===== src/rtl/pnm_pkg.sv =====
// Package: shared constants, codes and types of the PNM stream decoder.
`default_nettype none
package pnm_pkg;

	// Largest accepted image width or height
	localparam int unsigned MAX_DIM = 16384;

	// Result kinds
	localparam logic [1:0] KIND_HEADER = 2'd0;
	localparam logic [1:0] KIND_PIXEL  = 2'd1;
	localparam logic [1:0] KIND_ERROR  = 2'd2;

	// Error codes
	localparam logic [2:0] ERR_NONE      = 3'd0;
	localparam logic [2:0] ERR_MAGIC     = 3'd1;
	localparam logic [2:0] ERR_HEADER    = 3'd2;
	localparam logic [2:0] ERR_PREMATURE = 3'd3;
	localparam logic [2:0] ERR_SAMPLE    = 3'd4;

	// Characters
	localparam logic [7:0] CH_P     = 8'h50;
	localparam logic [7:0] CH_2     = 8'h32;
	localparam logic [7:0] CH_3     = 8'h33;
	localparam logic [7:0] CH_5     = 8'h35;
	localparam logic [7:0] CH_6     = 8'h36;
	localparam logic [7:0] CH_HASH  = 8'h23;
	localparam logic [7:0] CH_PLUS  = 8'h2B;
	localparam logic [7:0] CH_MINUS = 8'h2D;
	localparam logic [7:0] CH_LF    = 8'h0A;
	localparam logic [7:0] CH_SPACE = 8'h20;

	// Numeric limits
	localparam logic [16:0] NUM_SAT    = 17'd65536;
	localparam logic [16:0] MAXVAL_LIM = 17'd65535;
	localparam logic [16:0] DIM_LIM    = 17'(MAX_DIM);
	localparam logic [15:0] BYTE_MAX   = 16'd255;

	// Sample widths; the pixel count must hold MAX_DIM * MAX_DIM
	localparam int unsigned SAMPLE_W = 16;
	localparam int unsigned DIM_W    = 15;
	localparam int unsigned COUNT_W  = 29;

endpackage
`default_nettype wire


===== src/rtl/pnm_if.sv =====
// Interfaces: byte input channel and result output channel.
`default_nettype none
interface pnm_byte_if;
	logic       valid;
	logic       ready;
	logic [7:0] data_byte;
	logic       end_of_stream;

	modport source (output valid, output data_byte, output end_of_stream, input ready);
	modport sink (input valid, input data_byte, input end_of_stream, output ready);
endinterface

interface pnm_result_if;
	logic        valid;
	logic        ready;
	logic [1:0]  kind;
	logic [2:0]  fault_code;
	logic [7:0]  red8;
	logic [7:0]  green8;
	logic [7:0]  blue8;
	logic [15:0] red_full;
	logic [15:0] green_full;
	logic [15:0] blue_full;
	logic [14:0] image_width;
	logic [14:0] image_height;
	logic [15:0] sample_max;
	logic        last_pixel;

	modport source (output valid, output kind, output fault_code, output red8, output green8,
		output blue8, output red_full, output green_full, output blue_full, output image_width,
		output image_height, output sample_max, output last_pixel, input ready);
	modport sink (input valid, input kind, input fault_code, input red8, input green8,
		input blue8, input red_full, input green_full, input blue_full, input image_width,
		input image_height, input sample_max, input last_pixel, output ready);
endinterface
`default_nettype wire


===== src/rtl/pnm_stream_decoder.sv =====
// Top level: streaming P2/P3/P5/P6 image decoder with a shared radix-2 scaling divider.
//
// One file byte is taken per word on the input channel; the block is not ready again until
// that byte is fully handled. Each byte passes through accept, parse and finish steps; a
// byte that both ends a number and must be parsed again gets a second parse step, and on the
// final byte a pending number is closed by parsing a space. A completed pixel then runs each
// of the three channels through one shared restoring divider that forms v*255/maxval one
// quotient bit per cycle (a load step, then one step per quotient bit; a channel at or above
// maxval is set to 255 in its load step). A result waits in an output register; if it has
// not been taken, the next word holds the block in its finish step. After the word marked
// end_of_stream all parser state returns to its reset values, ready for the next file.
`default_nettype none
module pnm_stream_decoder (
	input  wire logic     clk,
	input  wire logic     arst_n,
	pnm_byte_if.sink      bytes,
	pnm_result_if.source  results
);
	import pnm_pkg::*;

	// Parser phases
	localparam logic [3:0] PH_MAGIC0   = 4'd0;
	localparam logic [3:0] PH_MAGIC1   = 4'd1;
	localparam logic [3:0] PH_HSKIP    = 4'd2;
	localparam logic [3:0] PH_HCOMMENT = 4'd3;
	localparam logic [3:0] PH_HNUM     = 4'd4;
	localparam logic [3:0] PH_ASKIP    = 4'd5;
	localparam logic [3:0] PH_ANUM     = 4'd6;
	localparam logic [3:0] PH_BDATA    = 4'd7;
	localparam logic [3:0] PH_DONE     = 4'd8;
	localparam logic [3:0] PH_HALT     = 4'd9;

	// Sequencer states
	localparam logic [2:0] S_IDLE   = 3'd0;
	localparam logic [2:0] S_PROC   = 3'd1;
	localparam logic [2:0] S_DIV_LD = 3'd2;
	localparam logic [2:0] S_DIV_IT = 3'd3;
	localparam logic [2:0] S_FIN    = 3'd4;

	logic [2:0] seq_q;
	logic [7:0] cb_q;
	logic       eos_q;
	logic       flush_q;

	// Parser state
	logic [3:0]           phase_q;
	logic [1:0]           fmt_q;
	logic [DIM_W-1:0]     width_q;
	logic [DIM_W-1:0]     height_q;
	logic [SAMPLE_W-1:0]  maxval_q;
	logic [16:0]          acc_q;
	logic [7:0]           hbyte_q;
	logic [1:0]           ci_q;
	logic [SAMPLE_W-1:0]  ch_q [3];
	logic [COUNT_W-1:0]   left_q;
	logic [1:0]           fsel_q;
	logic                 neg_q;
	logic                 dseen_q;
	logic                 hpend_q;

	// Pending result
	logic       res_v_q;
	logic [1:0] res_kind_q;
	logic [2:0] res_err_q;
	logic       res_last_q;

	// Divider
	logic [1:0]  dch_q;
	logic [2:0]  dcnt_q;
	logic [15:0] rem_q;
	logic [7:0]  dd_q;
	logic [7:0]  quo_q;
	logic [7:0]  s8_q [3];

	// Output register
	logic        out_v_q;
	logic [1:0]  o_kind_q;
	logic [2:0]  o_err_q;
	logic [7:0]  o_s8_q [3];
	logic [15:0] o_full_q [3];
	logic [14:0] o_w_q;
	logic [14:0] o_h_q;
	logic [15:0] o_max_q;
	logic        o_last_q;

	// Next-state values from the byte parser
	logic [3:0]           n_phase;
	logic [1:0]           n_fmt;
	logic [DIM_W-1:0]     n_width;
	logic [DIM_W-1:0]     n_height;
	logic [SAMPLE_W-1:0]  n_maxval;
	logic [16:0]          n_acc;
	logic [7:0]           n_hbyte;
	logic [1:0]           n_ci;
	logic [SAMPLE_W-1:0]  n_ch [3];
	logic [COUNT_W-1:0]   n_left;
	logic [1:0]           n_fsel;
	logic                 n_neg;
	logic                 n_dseen;
	logic                 n_hpend;
	logic                 n_rv;
	logic [1:0]           n_rk;
	logic [2:0]           n_re;
	logic                 n_rlast;
	logic                 rehandle;

	logic                 is_ws;
	logic                 is_dig;
	logic [3:0]           dval;
	logic [20:0]          acc10;
	logic [16:0]          accd;
	logic                 push;
	logic [SAMPLE_W-1:0]  pv;
	logic                 anum_end;
	logic                 err;
	logic [2:0]           ecode;
	logic [2:0]           need;
	logic [16:0]          clampv;

	// Parse one byte against the current parser state
	always_comb begin
		n_phase  = phase_q;
		n_fmt    = fmt_q;
		n_width  = width_q;
		n_height = height_q;
		n_maxval = maxval_q;
		n_acc    = acc_q;
		n_hbyte  = hbyte_q;
		n_ci     = ci_q;
		n_ch     = ch_q;
		n_left   = left_q;
		n_fsel   = fsel_q;
		n_neg    = neg_q;
		n_dseen  = dseen_q;
		n_hpend  = hpend_q;
		n_rv     = res_v_q;
		n_rk     = res_kind_q;
		n_re     = res_err_q;
		n_rlast  = res_last_q;
		rehandle = 1'b0;
		push     = 1'b0;
		pv       = '0;
		anum_end = 1'b0;
		err      = 1'b0;
		ecode    = ERR_NONE;
		clampv   = '0;

		is_ws  = (cb_q == CH_SPACE) || (cb_q >= 8'd9 && cb_q <= 8'd13);
		is_dig = (cb_q >= 8'h30) && (cb_q <= 8'h39);
		dval   = cb_q[3:0];
		acc10  = {1'b0, acc_q, 3'b000} + {3'b000, acc_q, 1'b0} + {17'd0, dval};
		accd   = (acc10 > {4'd0, NUM_SAT}) ? NUM_SAT : acc10[16:0];
		need   = fmt_q[0] ? 3'd3 : 3'd1;

		unique case (phase_q)
			PH_MAGIC0: begin
				if (cb_q == CH_P) begin
					n_phase = PH_MAGIC1;
				end else begin
					err = 1'b1;
					ecode = ERR_MAGIC;
				end
			end
			PH_MAGIC1: begin
				n_fsel = 2'd0;
				n_phase = PH_HSKIP;
				unique case (cb_q)
					CH_2: n_fmt = 2'd0;
					CH_3: n_fmt = 2'd1;
					CH_5: n_fmt = 2'd2;
					CH_6: n_fmt = 2'd3;
					default: begin
						err = 1'b1;
						ecode = ERR_MAGIC;
					end
				endcase
			end
			PH_HSKIP: begin
				if (is_ws) begin
					n_phase = PH_HSKIP;
				end else if (cb_q == CH_HASH) begin
					n_phase = PH_HCOMMENT;
				end else if (is_dig) begin
					n_acc = {13'd0, dval};
					n_phase = PH_HNUM;
				end else begin
					err = 1'b1;
					ecode = ERR_HEADER;
				end
			end
			PH_HCOMMENT: begin
				if (cb_q == CH_LF) n_phase = PH_HSKIP;
			end
			PH_HNUM: begin
				if (is_dig) begin
					n_acc = accd;
				end else begin
					n_acc = '0;
					if (fsel_q < 2'd2) begin
						if (acc_q == '0 || acc_q > DIM_LIM) begin
							err = 1'b1;
							ecode = ERR_HEADER;
						end else begin
							if (fsel_q == 2'd0) n_width = acc_q[DIM_W-1:0];
							else n_height = acc_q[DIM_W-1:0];
							n_fsel = fsel_q + 2'd1;
							n_phase = PH_HSKIP;
							rehandle = 1'b1;
						end
					end else if (acc_q == '0 || acc_q > MAXVAL_LIM) begin
						err = 1'b1;
						ecode = ERR_HEADER;
					end else begin
						n_maxval = acc_q[15:0];
						n_left = COUNT_W'(width_q) * COUNT_W'(height_q);
						n_ci = 2'd0;
						n_hpend = 1'b0;
						if (!fmt_q[1] && !is_ws) begin
							err = 1'b1;
							ecode = ERR_HEADER;
						end else begin
							n_phase = fmt_q[1] ? PH_BDATA : PH_ASKIP;
							n_rv = 1'b1;
							n_rk = KIND_HEADER;
							n_re = ERR_NONE;
							n_rlast = 1'b0;
						end
					end
				end
			end
			PH_ASKIP: begin
				if (is_ws) begin
					n_phase = PH_ASKIP;
				end else if (is_dig) begin
					n_acc = {13'd0, dval};
					n_neg = 1'b0;
					n_dseen = 1'b1;
					n_phase = PH_ANUM;
				end else if (cb_q == CH_MINUS || cb_q == CH_PLUS) begin
					n_acc = '0;
					n_neg = (cb_q == CH_MINUS);
					n_dseen = 1'b0;
					n_phase = PH_ANUM;
				end else begin
					err = 1'b1;
					ecode = ERR_SAMPLE;
				end
			end
			PH_ANUM: begin
				if (is_dig) begin
					n_acc = accd;
					n_dseen = 1'b1;
				end else if (!dseen_q) begin
					err = 1'b1;
					ecode = ERR_SAMPLE;
				end else begin
					clampv = neg_q ? 17'd0 : acc_q;
					if (clampv > {1'b0, maxval_q}) clampv = {1'b0, maxval_q};
					pv = clampv[15:0];
					n_acc = '0;
					n_phase = PH_ASKIP;
					push = 1'b1;
					anum_end = 1'b1;
				end
			end
			PH_BDATA: begin
				if (maxval_q > BYTE_MAX) begin
					if (!hpend_q) begin
						n_hbyte = cb_q;
						n_hpend = 1'b1;
					end else begin
						n_hpend = 1'b0;
						pv = {hbyte_q, cb_q};
						push = 1'b1;
					end
				end else begin
					pv = {8'd0, cb_q};
					push = 1'b1;
				end
			end
			default: begin
				n_phase = phase_q;
			end
		endcase

		// Store a sample; close the pixel when all channels are in
		if (push) begin
			n_ch[ci_q] = pv;
			if ({1'b0, ci_q} + 3'd1 < need) begin
				n_ci = ci_q + 2'd1;
			end else begin
				n_ci = 2'd0;
				if (!fmt_q[0]) begin
					n_ch[1] = pv;
					n_ch[2] = pv;
				end
				n_left = (left_q != '0) ? left_q - COUNT_W'(1) : left_q;
				n_rv = 1'b1;
				n_rk = KIND_PIXEL;
				n_re = ERR_NONE;
				n_rlast = (n_left == '0);
				if (n_left == '0) n_phase = PH_DONE;
			end
		end
		if (anum_end && n_phase == PH_ASKIP) rehandle = 1'b1;

		// Errors replace anything found earlier and halt the parser
		if (err) begin
			n_rv = 1'b1;
			n_rk = KIND_ERROR;
			n_re = ecode;
			n_rlast = 1'b0;
			n_phase = PH_HALT;
		end
	end

	logic        commit;
	logic        flush_now;
	logic        eos_err;
	logic [2:0]  eos_code;
	logic        fin_go;
	logic        clear_parse;
	logic [15:0] dv;
	logic [23:0] dprod;
	logic [16:0] trial;

	assign commit    = (seq_q == S_PROC);
	assign flush_now = eos_q && !flush_q && !n_rv && (n_phase == PH_HNUM || n_phase == PH_ANUM);
	assign eos_err   = eos_q && !rehandle && !flush_now && !(n_rv && n_rk == KIND_ERROR)
		&& n_phase != PH_DONE;
	assign eos_code  = (n_phase <= PH_MAGIC1) ? ERR_MAGIC :
		((n_phase <= PH_HNUM) ? ERR_HEADER : ERR_PREMATURE);
	assign fin_go      = (seq_q == S_FIN) && (!out_v_q || results.ready);
	assign clear_parse = fin_go && eos_q;

	assign dv    = ch_q[dch_q];
	assign dprod = {dv, 8'd0} - {8'd0, dv};
	assign trial = {rem_q, dd_q[7]};

	// Hold and advance the parser state
	always_ff @(posedge clk or negedge arst_n) begin
		if (!arst_n) begin
			phase_q <= PH_MAGIC0;
			fmt_q <= '0;
			width_q <= '0;
			height_q <= '0;
			maxval_q <= '0;
			acc_q <= '0;
			hbyte_q <= '0;
			ci_q <= '0;
			ch_q <= '{default: '0};
			left_q <= '0;
			fsel_q <= '0;
			neg_q <= 1'b0;
			dseen_q <= 1'b0;
			hpend_q <= 1'b0;
		end else if (clear_parse) begin
			phase_q <= PH_MAGIC0;
			fmt_q <= '0;
			width_q <= '0;
			height_q <= '0;
			maxval_q <= '0;
			acc_q <= '0;
			hbyte_q <= '0;
			ci_q <= '0;
			ch_q <= '{default: '0};
			left_q <= '0;
			fsel_q <= '0;
			neg_q <= 1'b0;
			dseen_q <= 1'b0;
			hpend_q <= 1'b0;
		end else if (commit) begin
			phase_q <= n_phase;
			fmt_q <= n_fmt;
			width_q <= n_width;
			height_q <= n_height;
			maxval_q <= n_maxval;
			acc_q <= n_acc;
			hbyte_q <= n_hbyte;
			ci_q <= n_ci;
			ch_q <= n_ch;
			left_q <= n_left;
			fsel_q <= n_fsel;
			neg_q <= n_neg;
			dseen_q <= n_dseen;
			hpend_q <= n_hpend;
		end
	end

	// Sequence parse passes, the divider and the output hand-off
	always_ff @(posedge clk or negedge arst_n) begin
		if (!arst_n) begin
			seq_q <= S_IDLE;
			cb_q <= '0;
			eos_q <= 1'b0;
			flush_q <= 1'b0;
			res_v_q <= 1'b0;
			res_kind_q <= KIND_HEADER;
			res_err_q <= ERR_NONE;
			res_last_q <= 1'b0;
			dch_q <= '0;
			dcnt_q <= '0;
			rem_q <= '0;
			dd_q <= '0;
			quo_q <= '0;
			s8_q <= '{default: '0};
			out_v_q <= 1'b0;
		end else begin
			// Raise the output word on hand-off, drop it once taken
			if (fin_go && res_v_q) out_v_q <= 1'b1;
			else if (results.ready) out_v_q <= 1'b0;
			unique case (seq_q)
				S_IDLE: begin
					if (bytes.valid) begin
						cb_q <= bytes.data_byte;
						eos_q <= bytes.end_of_stream;
						flush_q <= 1'b0;
						res_v_q <= 1'b0;
						seq_q <= S_PROC;
					end
				end
				S_PROC: begin
					if (eos_err) begin
						res_v_q <= 1'b1;
						res_kind_q <= KIND_ERROR;
						res_err_q <= eos_code;
						res_last_q <= 1'b0;
					end else begin
						res_v_q <= n_rv;
						res_kind_q <= n_rk;
						res_err_q <= n_re;
						res_last_q <= n_rlast;
					end
					if (rehandle) begin
						seq_q <= S_PROC;
					end else if (flush_now) begin
						cb_q <= CH_SPACE;
						flush_q <= 1'b1;
					end else if (eos_err) begin
						seq_q <= S_FIN;
					end else if (n_rv && n_rk == KIND_PIXEL) begin
						dch_q <= 2'd0;
						seq_q <= S_DIV_LD;
					end else begin
						seq_q <= S_FIN;
					end
				end
				S_DIV_LD: begin
					if (dv >= maxval_q) begin
						s8_q[dch_q] <= 8'd255;
						if (dch_q == 2'd2) seq_q <= S_FIN;
						dch_q <= dch_q + 2'd1;
					end else begin
						rem_q <= dprod[23:8];
						dd_q <= dprod[7:0];
						dcnt_q <= '0;
						quo_q <= '0;
						seq_q <= S_DIV_IT;
					end
				end
				S_DIV_IT: begin
					dd_q <= {dd_q[6:0], 1'b0};
					if (trial >= {1'b0, maxval_q}) begin
						rem_q <= 16'(trial - {1'b0, maxval_q});
						quo_q <= {quo_q[6:0], 1'b1};
					end else begin
						rem_q <= trial[15:0];
						quo_q <= {quo_q[6:0], 1'b0};
					end
					dcnt_q <= dcnt_q + 3'd1;
					if (dcnt_q == 3'd7) begin
						s8_q[dch_q] <= {quo_q[6:0], (trial >= {1'b0, maxval_q})};
						dch_q <= dch_q + 2'd1;
						seq_q <= (dch_q == 2'd2) ? S_FIN : S_DIV_LD;
					end
				end
				S_FIN: begin
					if (fin_go) begin
						res_v_q <= 1'b0;
						seq_q <= S_IDLE;
					end
				end
				default: begin
					seq_q <= S_IDLE;
				end
			endcase
		end
	end

	// Load the output word; fields foreign to the result kind are zero
	always_ff @(posedge clk) begin
		if (fin_go && res_v_q) begin
			o_kind_q <= res_kind_q;
			o_err_q <= (res_kind_q == KIND_ERROR) ? res_err_q : ERR_NONE;
			o_last_q <= (res_kind_q == KIND_PIXEL) && res_last_q;
			o_w_q <= (res_kind_q == KIND_HEADER) ? width_q : '0;
			o_h_q <= (res_kind_q == KIND_HEADER) ? height_q : '0;
			o_max_q <= (res_kind_q == KIND_HEADER) ? maxval_q : '0;
			for (int i = 0; i < 3; i++) begin
				o_s8_q[i] <= (res_kind_q == KIND_PIXEL) ? s8_q[i] : '0;
				o_full_q[i] <= (res_kind_q == KIND_PIXEL) ? ch_q[i] : '0;
			end
		end
	end

	assign bytes.ready        = (seq_q == S_IDLE);
	assign results.valid      = out_v_q;
	assign results.kind       = o_kind_q;
	assign results.fault_code = o_err_q;
	assign results.red8       = o_s8_q[0];
	assign results.green8     = o_s8_q[1];
	assign results.blue8      = o_s8_q[2];
	assign results.red_full   = o_full_q[0];
	assign results.green_full = o_full_q[1];
	assign results.blue_full  = o_full_q[2];
	assign results.image_width  = o_w_q;
	assign results.image_height = o_h_q;
	assign results.sample_max   = o_max_q;
	assign results.last_pixel   = o_last_q;

`ifndef SYNTHESIS
	// The divider remainder stays below maxval while iterating
	a_rem_bound: assert property (@(posedge clk) disable iff (!arst_n)
		(seq_q == S_DIV_IT) |-> (rem_q < maxval_q))
		else $error("divider remainder not below maxval");

	// The divider only runs for a pending pixel
	a_div_pixel: assert property (@(posedge clk) disable iff (!arst_n)
		(seq_q == S_DIV_LD || seq_q == S_DIV_IT) |-> (res_v_q && res_kind_q == KIND_PIXEL))
		else $error("divider active without a pixel result");

	// The channel index never passes the last channel
	a_ci_range: assert property (@(posedge clk) disable iff (!arst_n)
		ci_q != 2'd3)
		else $error("channel index out of range");

	// The word after end of stream starts again at the magic
	a_eos_reset: assert property (@(posedge clk) disable iff (!arst_n)
		(fin_go && eos_q) |=> (phase_q == PH_MAGIC0 && left_q == '0))
		else $error("parser not reset after end of stream");
`endif

endmodule
`default_nettype wire


===== src/flat_wrapper.sv =====
// flat-port wrapper written by rule: the top's interface ports become plain ports
module pnm_stream_decoder_flat import pnm_pkg::*;
  (clk, arst_n, bytes_valid, bytes_data_byte, bytes_end_of_stream, bytes_ready, results_valid, results_kind, results_fault_code, results_red8, results_green8, results_blue8, results_red_full, results_green_full, results_blue_full, results_image_width, results_image_height, results_sample_max, results_last_pixel, results_ready);
  pnm_byte_if bytes_i ();
  pnm_result_if results_i ();
  input  wire logic clk;
  input  wire logic arst_n;
  input wire logic [$bits(bytes_i.valid)-1:0] bytes_valid;
  input wire logic [$bits(bytes_i.data_byte)-1:0] bytes_data_byte;
  input wire logic [$bits(bytes_i.end_of_stream)-1:0] bytes_end_of_stream;
  output wire logic [$bits(bytes_i.ready)-1:0] bytes_ready;
  output wire logic [$bits(results_i.valid)-1:0] results_valid;
  output wire logic [$bits(results_i.kind)-1:0] results_kind;
  output wire logic [$bits(results_i.fault_code)-1:0] results_fault_code;
  output wire logic [$bits(results_i.red8)-1:0] results_red8;
  output wire logic [$bits(results_i.green8)-1:0] results_green8;
  output wire logic [$bits(results_i.blue8)-1:0] results_blue8;
  output wire logic [$bits(results_i.red_full)-1:0] results_red_full;
  output wire logic [$bits(results_i.green_full)-1:0] results_green_full;
  output wire logic [$bits(results_i.blue_full)-1:0] results_blue_full;
  output wire logic [$bits(results_i.image_width)-1:0] results_image_width;
  output wire logic [$bits(results_i.image_height)-1:0] results_image_height;
  output wire logic [$bits(results_i.sample_max)-1:0] results_sample_max;
  output wire logic [$bits(results_i.last_pixel)-1:0] results_last_pixel;
  input wire logic [$bits(results_i.ready)-1:0] results_ready;
  assign bytes_i.valid = bytes_valid;
  assign bytes_i.data_byte = bytes_data_byte;
  assign bytes_i.end_of_stream = bytes_end_of_stream;
  assign bytes_ready = bytes_i.ready;
  assign results_valid = results_i.valid;
  assign results_kind = results_i.kind;
  assign results_fault_code = results_i.fault_code;
  assign results_red8 = results_i.red8;
  assign results_green8 = results_i.green8;
  assign results_blue8 = results_i.blue8;
  assign results_red_full = results_i.red_full;
  assign results_green_full = results_i.green_full;
  assign results_blue_full = results_i.blue_full;
  assign results_image_width = results_i.image_width;
  assign results_image_height = results_i.image_height;
  assign results_sample_max = results_i.sample_max;
  assign results_last_pixel = results_i.last_pixel;
  assign results_i.ready = results_ready;
  pnm_stream_decoder u_core (.clk(clk), .arst_n(arst_n), .bytes(bytes_i), .results(results_i));
endmodule

===== config.mk =====
export PLATFORM = sky130hd
export DESIGN_NAME = pnm_stream_decoder_flat
export DESIGN_NICKNAME = d
export VERILOG_FILES = /design/src/rtl/pnm_pkg.sv /design/src/rtl/pnm_if.sv /design/src/rtl/pnm_stream_decoder.sv /design/src/flat_wrapper.sv
export SDC_FILE = /design/constraint.sdc
export NUM_CORES = 1
export LEC_CHECK = 0
export BUFFER_PORTS_ARGS = -buffer_cell sky130_fd_sc_hd__buf_2
export CAP_MARGIN = 20
export CORE_AREA = 4 4 216 218
export CTS_CLUSTER_DIAMETER = 60
export DETAILED_ROUTE_END_ITERATION = 7
export DIE_AREA = 0 0 220 222
export GPL_ROUTABILITY_DRIVEN = 0
export PLACE_DENSITY = 0.81
export SYNTH_ARGS = -nofsm -noshare
export SYNTH_HDL_FRONTEND = slang
export SYNTH_SLANG_ARGS = --single-unit

===== constraint.sdc =====
create_clock -name clk -period 9.3 [get_ports clk]
set_input_delay 0.465 -clock clk [delete_from_list [all_inputs] [get_ports clk]]
set_output_delay 0.465 -clock clk [all_outputs]
set_load 0.05 [all_outputs]

**After elaboration in Yosys (flattened, before gate mapping)**

Memories as Yosys holds them, arrays and structs flattened.
Index checks and enable logic that the tools add are counted.

- Flip-flop bits (word level): 294
- Bits in writable memories: 72
- Input bits: 13
- Memories kept: 2

- Add/subtract/negate cells: 10
- Multipliers: 1
- $lt $le $gt $ge: 19
- Eq/ne operators: 66
- Muxes and demuxes: 263
- Bitwise operators: 3
- Reductions and logical operators: 81

Memory list:

| name | depth | bits a word | read ports | clocked after memory_dff | wr ports | RTL line | RTL |
|---|---|---|---|---|---|---|---|
| u_core.o_full_q | 3 | 16 | 3 | 0 | 3 | pnm_stream_decoder.sv:80 | `logic [15:0] o_full_q [3];` |
| u_core.o_s8_q | 3 | 8 | 3 | 0 | 3 | pnm_stream_decoder.sv:79 | `logic [7:0] o_s8_q [3];` |

Operator list:

| operator | number |
|---|---|
| two-way mux 16 bit | 19 |
| two-way mux 29 bit | 9 |
| two-way mux 17 bit | 13 |
| two-way mux 15 bit | 14 |
| two-way mux 48 bit | 3 |
| two-way mux 8 bit | 13 |
| two-way mux 3 bit | 31 |
| two-way mux 4 bit | 21 |
| two-way mux 1 bit | 74 |
| two-way mux 2 bit | 36 |
| case mux 17 bit (4 select lines) | 1 |
| equality test 8 x 6 -> 1 bit (second input constant) | 8 |
| two-way mux 32 bit | 2 |
| case mux 16 bit (2 select lines) | 2 |
| bitwise mux 48 bit | 1 |
| two-way mux 24 bit | 2 |
| case mux 24 bit (2 select lines) | 1 |
| binary-select mux 16 bit (select 2 bit) | 1 |
| demux 16 bit (select 2 bit) | 1 |
| case mux 8 bit (2 select lines) | 2 |
| zero test 29 bit | 1 |
| multiplier 15 x 15 -> 29 bit | 1 |
| nonzero test 29 bit | 1 |
| subtractor 29 x 1 -> 29 bit (second input constant) | 1 |
| 75 further kinds | 185 |

**Longest topological paths before layout**

- Depth after elaboration: 25
- Depth in mapped cells: 24
- Depth with buffers taken out: 23

**Least setup slack after synthesis**

OpenSTA, ideal clock, no wires.

- Path type: flip-flop to flip-flop
- Start: register u_core.seq_q[0]
- End: memory u_core.o_full_q[0][0] (enable)
- Arrival: 6038 ps
- Required time: 8691 ps
- Slack: 2653 ps
- Stages on the path, launching flop included: 4
- Path buffers: 0
- Path through: dfrtp_1 nor2_1 nand3_1 nor2_1

RTL lines:

| item | RTL line | RTL |
|---|---|---|
| start: declaration | pnm_stream_decoder.sv:40 | `logic [2:0] seq_q;` |
| start signal: assignment | pnm_stream_decoder.sv:474 | `seq_q <= (dch_q == 2'd2) ? S_FIN : S_DIV_LD;` |
| end: declaration | pnm_stream_decoder.sv:80 |  |

**Worst setup path after layout**

- Start: register u_core.height_q[4]
- End: register u_core.left_q[27]

- Cells in the longest elaborated chain, start to end: 9

Ends and longest elaborated chain:

| item | RTL line | RTL |
|---|---|---|
| start: declaration | pnm_stream_decoder.sv:49 | `logic [DIM_W-1:0] height_q;` |
| start signal: assignment | pnm_stream_decoder.sv:376 | `height_q <= n_height;` |
| multiplier 15 x 15 -> 29 bit * | pnm_stream_decoder.sv:215 | `n_left = COUNT_W'(width_q) * COUNT_W'(height_q);` |
| two-way mux 29 bit * | pnm_stream_decoder.sv:210 | `end else if (acc_q == '0 \|\| acc_q > MAXVAL_LIM) begin` |
| two-way mux 29 bit * | pnm_stream_decoder.sv:199 | `if (fsel_q < 2'd2) begin` |
| two-way mux 29 bit * | pnm_stream_decoder.sv:195 | `if (is_dig) begin` |
| two-way mux 29 bit * | pnm_stream_decoder.sv:155 | `unique case (phase_q)` |
| two-way mux 29 bit | pnm_stream_decoder.sv:289 | `if ({1'b0, ci_q} + 3'd1 < need) begin` |
| two-way mux 29 bit * | pnm_stream_decoder.sv:287 | `if (push) begin` |
| two-way mux 29 bit * | pnm_stream_decoder.sv:372 | `end else if (commit) begin` |
| two-way mux 29 bit * | pnm_stream_decoder.sv:357 | `end else if (clear_parse) begin` |
| end signal: assignment | pnm_stream_decoder.sv:382 | `left_q <= n_left;` |
| end: declaration | pnm_stream_decoder.sv:55 | `logic [COUNT_W-1:0] left_q;` |

Every way passes the cells marked *; elsewhere a longest branch is shown, timed or not. The select of a mux whose other input is x is not followed.
A chain may end at the register's enable or synchronous reset.

==> impl_results.md <==
- Die area: 48,800 um2
- Data required, critical path: 9.77 ns
- Routed wire length per instance: 21.2 um
- Post-synth EDFFs: 124
- Root buffer cell: clkbuf_16
- Setup TNS: 0 ns
- Status: finished, violations left
- Final worst setup slack: 2.66 ns
- Slowest stage cell on the critical path: dfrtp_1
- Hold Startpoint: bytes_data_byte[7]
- Die height: 222 um
- CP Max Fanout: 17
- Clock power share: 20.4%
- Worst-path clk slew: 0.06 ns
- ANT cells: 0
- Global-route wire length before repair: 127,000 um
- Synthesized area: 28,000 um2
- Main synth FF type: dfrtp_1
- Yosys warnings: 0
- Switching part of the total: 47.0%
- Pin count of the biggest net entering global routing: 108
- Comb power frac: 49.8%
- Grt total ovfl: 0
- Clk buf depth: 3
- Clock Latency Late Sink: 0.60 ns
- Sequential Power Share: 29.8%
- Worst Clk Skew: 0.0280 ns
- Cell variety after synth: 96
- Port buffer count: 138
- 1st-pass router iterations: 8
- Hold Vio Cnt, Final: 0
- Detailed placer's ending HPWL: 57,100 um
- CP Capture Type: register
- Top-count cell post-synth: nand2_1
- Internal: 4.43 mW
- Final min period: 6.64 ns
- Hold Path Class: input pin to register
- Crit Reg-Reg Startpoint: u_core.height_q[4]
- Placeable core area: 44,900 um2
- Dominant cells by area after synthesis: dfrtp_1 22%, edfxtp_1 13%, fa_1 12%, ha_1 8.5%, and2_1 5.8%
- R2r setup slk: 2.66 ns
- CTS Buf Count: 43
- WP buf/inv: 6
- Synth Net Count: 3,383
- Failing checks: DRC
- Top delay family on crit path: adder cells
- Worst Hold Endpoint: u_core.cb_q[7]
- Initial DRC Count: 3,002
- Clk sink count: 366
- P&R area growth vs syn: 9.40%
- IO Pins: 139
- R2R depth: 23
- WP data arrival: 7.11 ns
- Detailed Route WL: 78,900 um
- WHS Path Cells: 3
- RSZ-0062 raised after global routing: false
- Ys async rst share: 66.1%
- Top cell type by total area after synthesis: dfrtp_1
- Effective utilization at floorplan: 62.3%
- Synthesized instance count: 3,009
- Critical path class: register to register
- CTS tree: done
- CP startpoint kind: register
- Worst-margin pin slew: 1.16 ns
- Pwr/cell area: 273 nW/um2
- Die Wd: 220 um
- Fmax: 151 MHz
- Total vias in the final route: 23.8k
- Leakage: 13.9 nW
- Detail Route Antenna Nets: 0
- Peak supply drop: 0.000271 V
- Nets: 3,455
- Crit path depth: 23
- Tcrit/Tclk final: 71.4%
- Worst slack, placed: 2.71 ns
- Tot GR Track Use: 32.3%
- Antenna violations before repair: 0
- Max Cap Violations: 0
- Register area share after synthesis: 34.9%
- RR Endpoint: u_core.left_q[27]
- Critical path, cell by cell: and2_1 -> fa_1 -> inv_1 -> fa_1 -> inv_1 -> fa_1 -> inv_1 -> fa_1 -> inv_1 -> fa_1 -> inv_1 -> fa_1 -> inv_1 -> ha_1 -> and3_1 -> a21oi_1 -> nand3_1 -> nand2_1 -> o21bai_1 -> o41a_1 -> a311oi_1 -> xor2_1 -> o31ai_1
- # H-tree levels: 2
- Crit-path max cell delay: 0.59 ns
- Syn Area/Cell: 9.30 um2
- Drt via density: 6.39
- Synth top area share: 21.6%
- Synth cell count leaders: 383 x nand2_1, 269 x inv_1, 259 x and2_1
- Num rows: 78
- Psw: 3.93 mW
- Worst slew margin: 22.3%
- Vias in the first global route: 23.4k
- Layout cells sized above 1: 8.99%
- Post-synthesis register bit count: 366
- Slew Viols, Final: 0
- Postcts setup bufs: 0
- Final Setup Violations: 0
- Drc violations: 1
==> stage by stage <==
| step | hold slack (ns) | util (%) | total power, mW | instances | cell area [um2] |
|---|---|---|---|---|---|
| after global routing | 0.0680 | 68.2 | 8.85 | 3716 | 30600 |
| after floorplan | 0.169 | - | 5.41 | 3009 | 28000 |
| after CTS | 0.0466 | 68.1 | 8.22 | 3713 | 30600 |
| after global placement | 0.454 | 64.9 | 6.34 | 3629 | 29100 |
| after detailed placement | 0.462 | 65.0 | 6.49 | 3632 | 29200 |
| final | 0.0627 | 68.2 | 8.36 | 3716 | 30600 |
==> how the worst max path moves through the flow <==
stage	from	to	slack, ns
6_report	u_core.height_q[4]	u_core.left_q[27]	2.66
5_1_grt	u_core.height_q[5]	u_core.left_q[27]	2.41
4_1_cts	u_core.height_q[5]	u_core.left_q[27]	2.70
3_5_place_dp	u_core.height_q[5]	u_core.left_q[27]	2.71
3_3_place_gp	u_core.height_q[5]	u_core.left_q[27]	2.91
2_1_floorplan	u_core.seq_q[0]	u_core.o_full_q[0][0]	2.65
==> logic make-up (layout without fill, tap and decap cells) <==
| logic type | count (synthesis) | in the layout | share of synthesized area (%) |
|---|---|---|---|
| compound gates | 653 | 653 | 15.3 |
| xor+xnor | 78 | 78 | 2.44 |
| fa+ha+maj | 361 | 361 | 20.7 |
| buf+inv | 414 | 521 | 5.61 |
| flops | 366 | 366 | 34.9 |
| mux | 33 | 33 | 1.18 |
| simple gates | 1104 | 1104 | 19.9 |
==> state kept, by name, summed over array words and instances (netlist names), 7 cells and up <==
name / flops
u_core.ch_q: 48
u_core.o_full_q: 48
u_core.left_q: 29
u_core.o_s8_q: 24
u_core.s8_q: 24
u_core.acc_q: 17
u_core.maxval_q: 16
u_core.rem_q: 16
u_core.results.sample_max: 16
u_core.height_q: 15
u_core.results.image_height: 15
u_core.results.image_width: 15
u_core.width_q: 15
u_core.cb_q: 8
u_core.dd_q: 8
u_core.hbyte_q: 8
u_core.quo_q: 7
==> cells in the final DEF, fill, tap and decap left out, types with 13 or more instances in the layout <==
cell type,n
nand2b_1,22
buf_4,28
clkbuf_16,43
nand2_1,383
a32o_1,18
fa_1,170
a31oi_1,17
nor4_1,21
o31ai_1,15
a21o_1,29
dfrtp_1,242
inv_1,269
a21oi_1,132
nand3_1,53
mux2i_1,32
o21ai_0,217
nor3_1,68
a22o_1,22
xnor2_1,55
nor2_1,146
xor2_1,23
edfxtp_1,124
buf_2,137
nor2b_1,33
and2_1,259
o211ai_1,13
a211oi_1,19
nand4_1,25
or3_1,17
a221o_1,13
a22oi_1,17
ha_1,191
==> worst min-delay path, delay by kind of cell <==
| kind | cells | cell delay [ns] |
|---|---|---|
| and+or+nand+nor | 2 | 0.08 |
| buffers and inverters | 1 | 0.07 |
==> cell type report <==
type	count	area [um2]
Clock buffer	56	1170
Clock inverter	24	228
Fill cell	3354	14300
Inverter	270	1010
Multi-Input combinational cell	2229	16700
Sequential cell	366	9780
Tap cell	600	751
Timing Repair Buffer	171	978
==> power by group through the flow <==
| stage | combinational, mW | sequential (mW) | clock, mW |
|---|---|---|---|
| 2_1_floorplan | 3.11 | 2.30 | 0 |
| 3_3_place_gp | 3.88 | 2.45 | 0 |
| 3_5_place_dp | 4.01 | 2.48 | 0 |
| 4_1_cts | 4.05 | 2.45 | 1.72 |
| 5_1_grt | 4.54 | 2.52 | 1.79 |
| 6_report | 4.17 | 2.49 | 1.70 |
==> per-layer routing <==
layer,part of all wire (%),vias to the layer above,global-route usage [%],wire length [um]
li1,-,10540,-,-
met1,40,11422,45.4,31200
met2,45,1507,49.8,35600
met3,11,291,7.47,8910
met4,4.0,0,10.8,3150
met5,0,-,0,0
==> what timing repair did <==
item,CTS,global route
gates resized for setup,0,0
hold buffers,1,0
endpoints found under the hold margin,88,0
(Power assumes the default switching activity.)
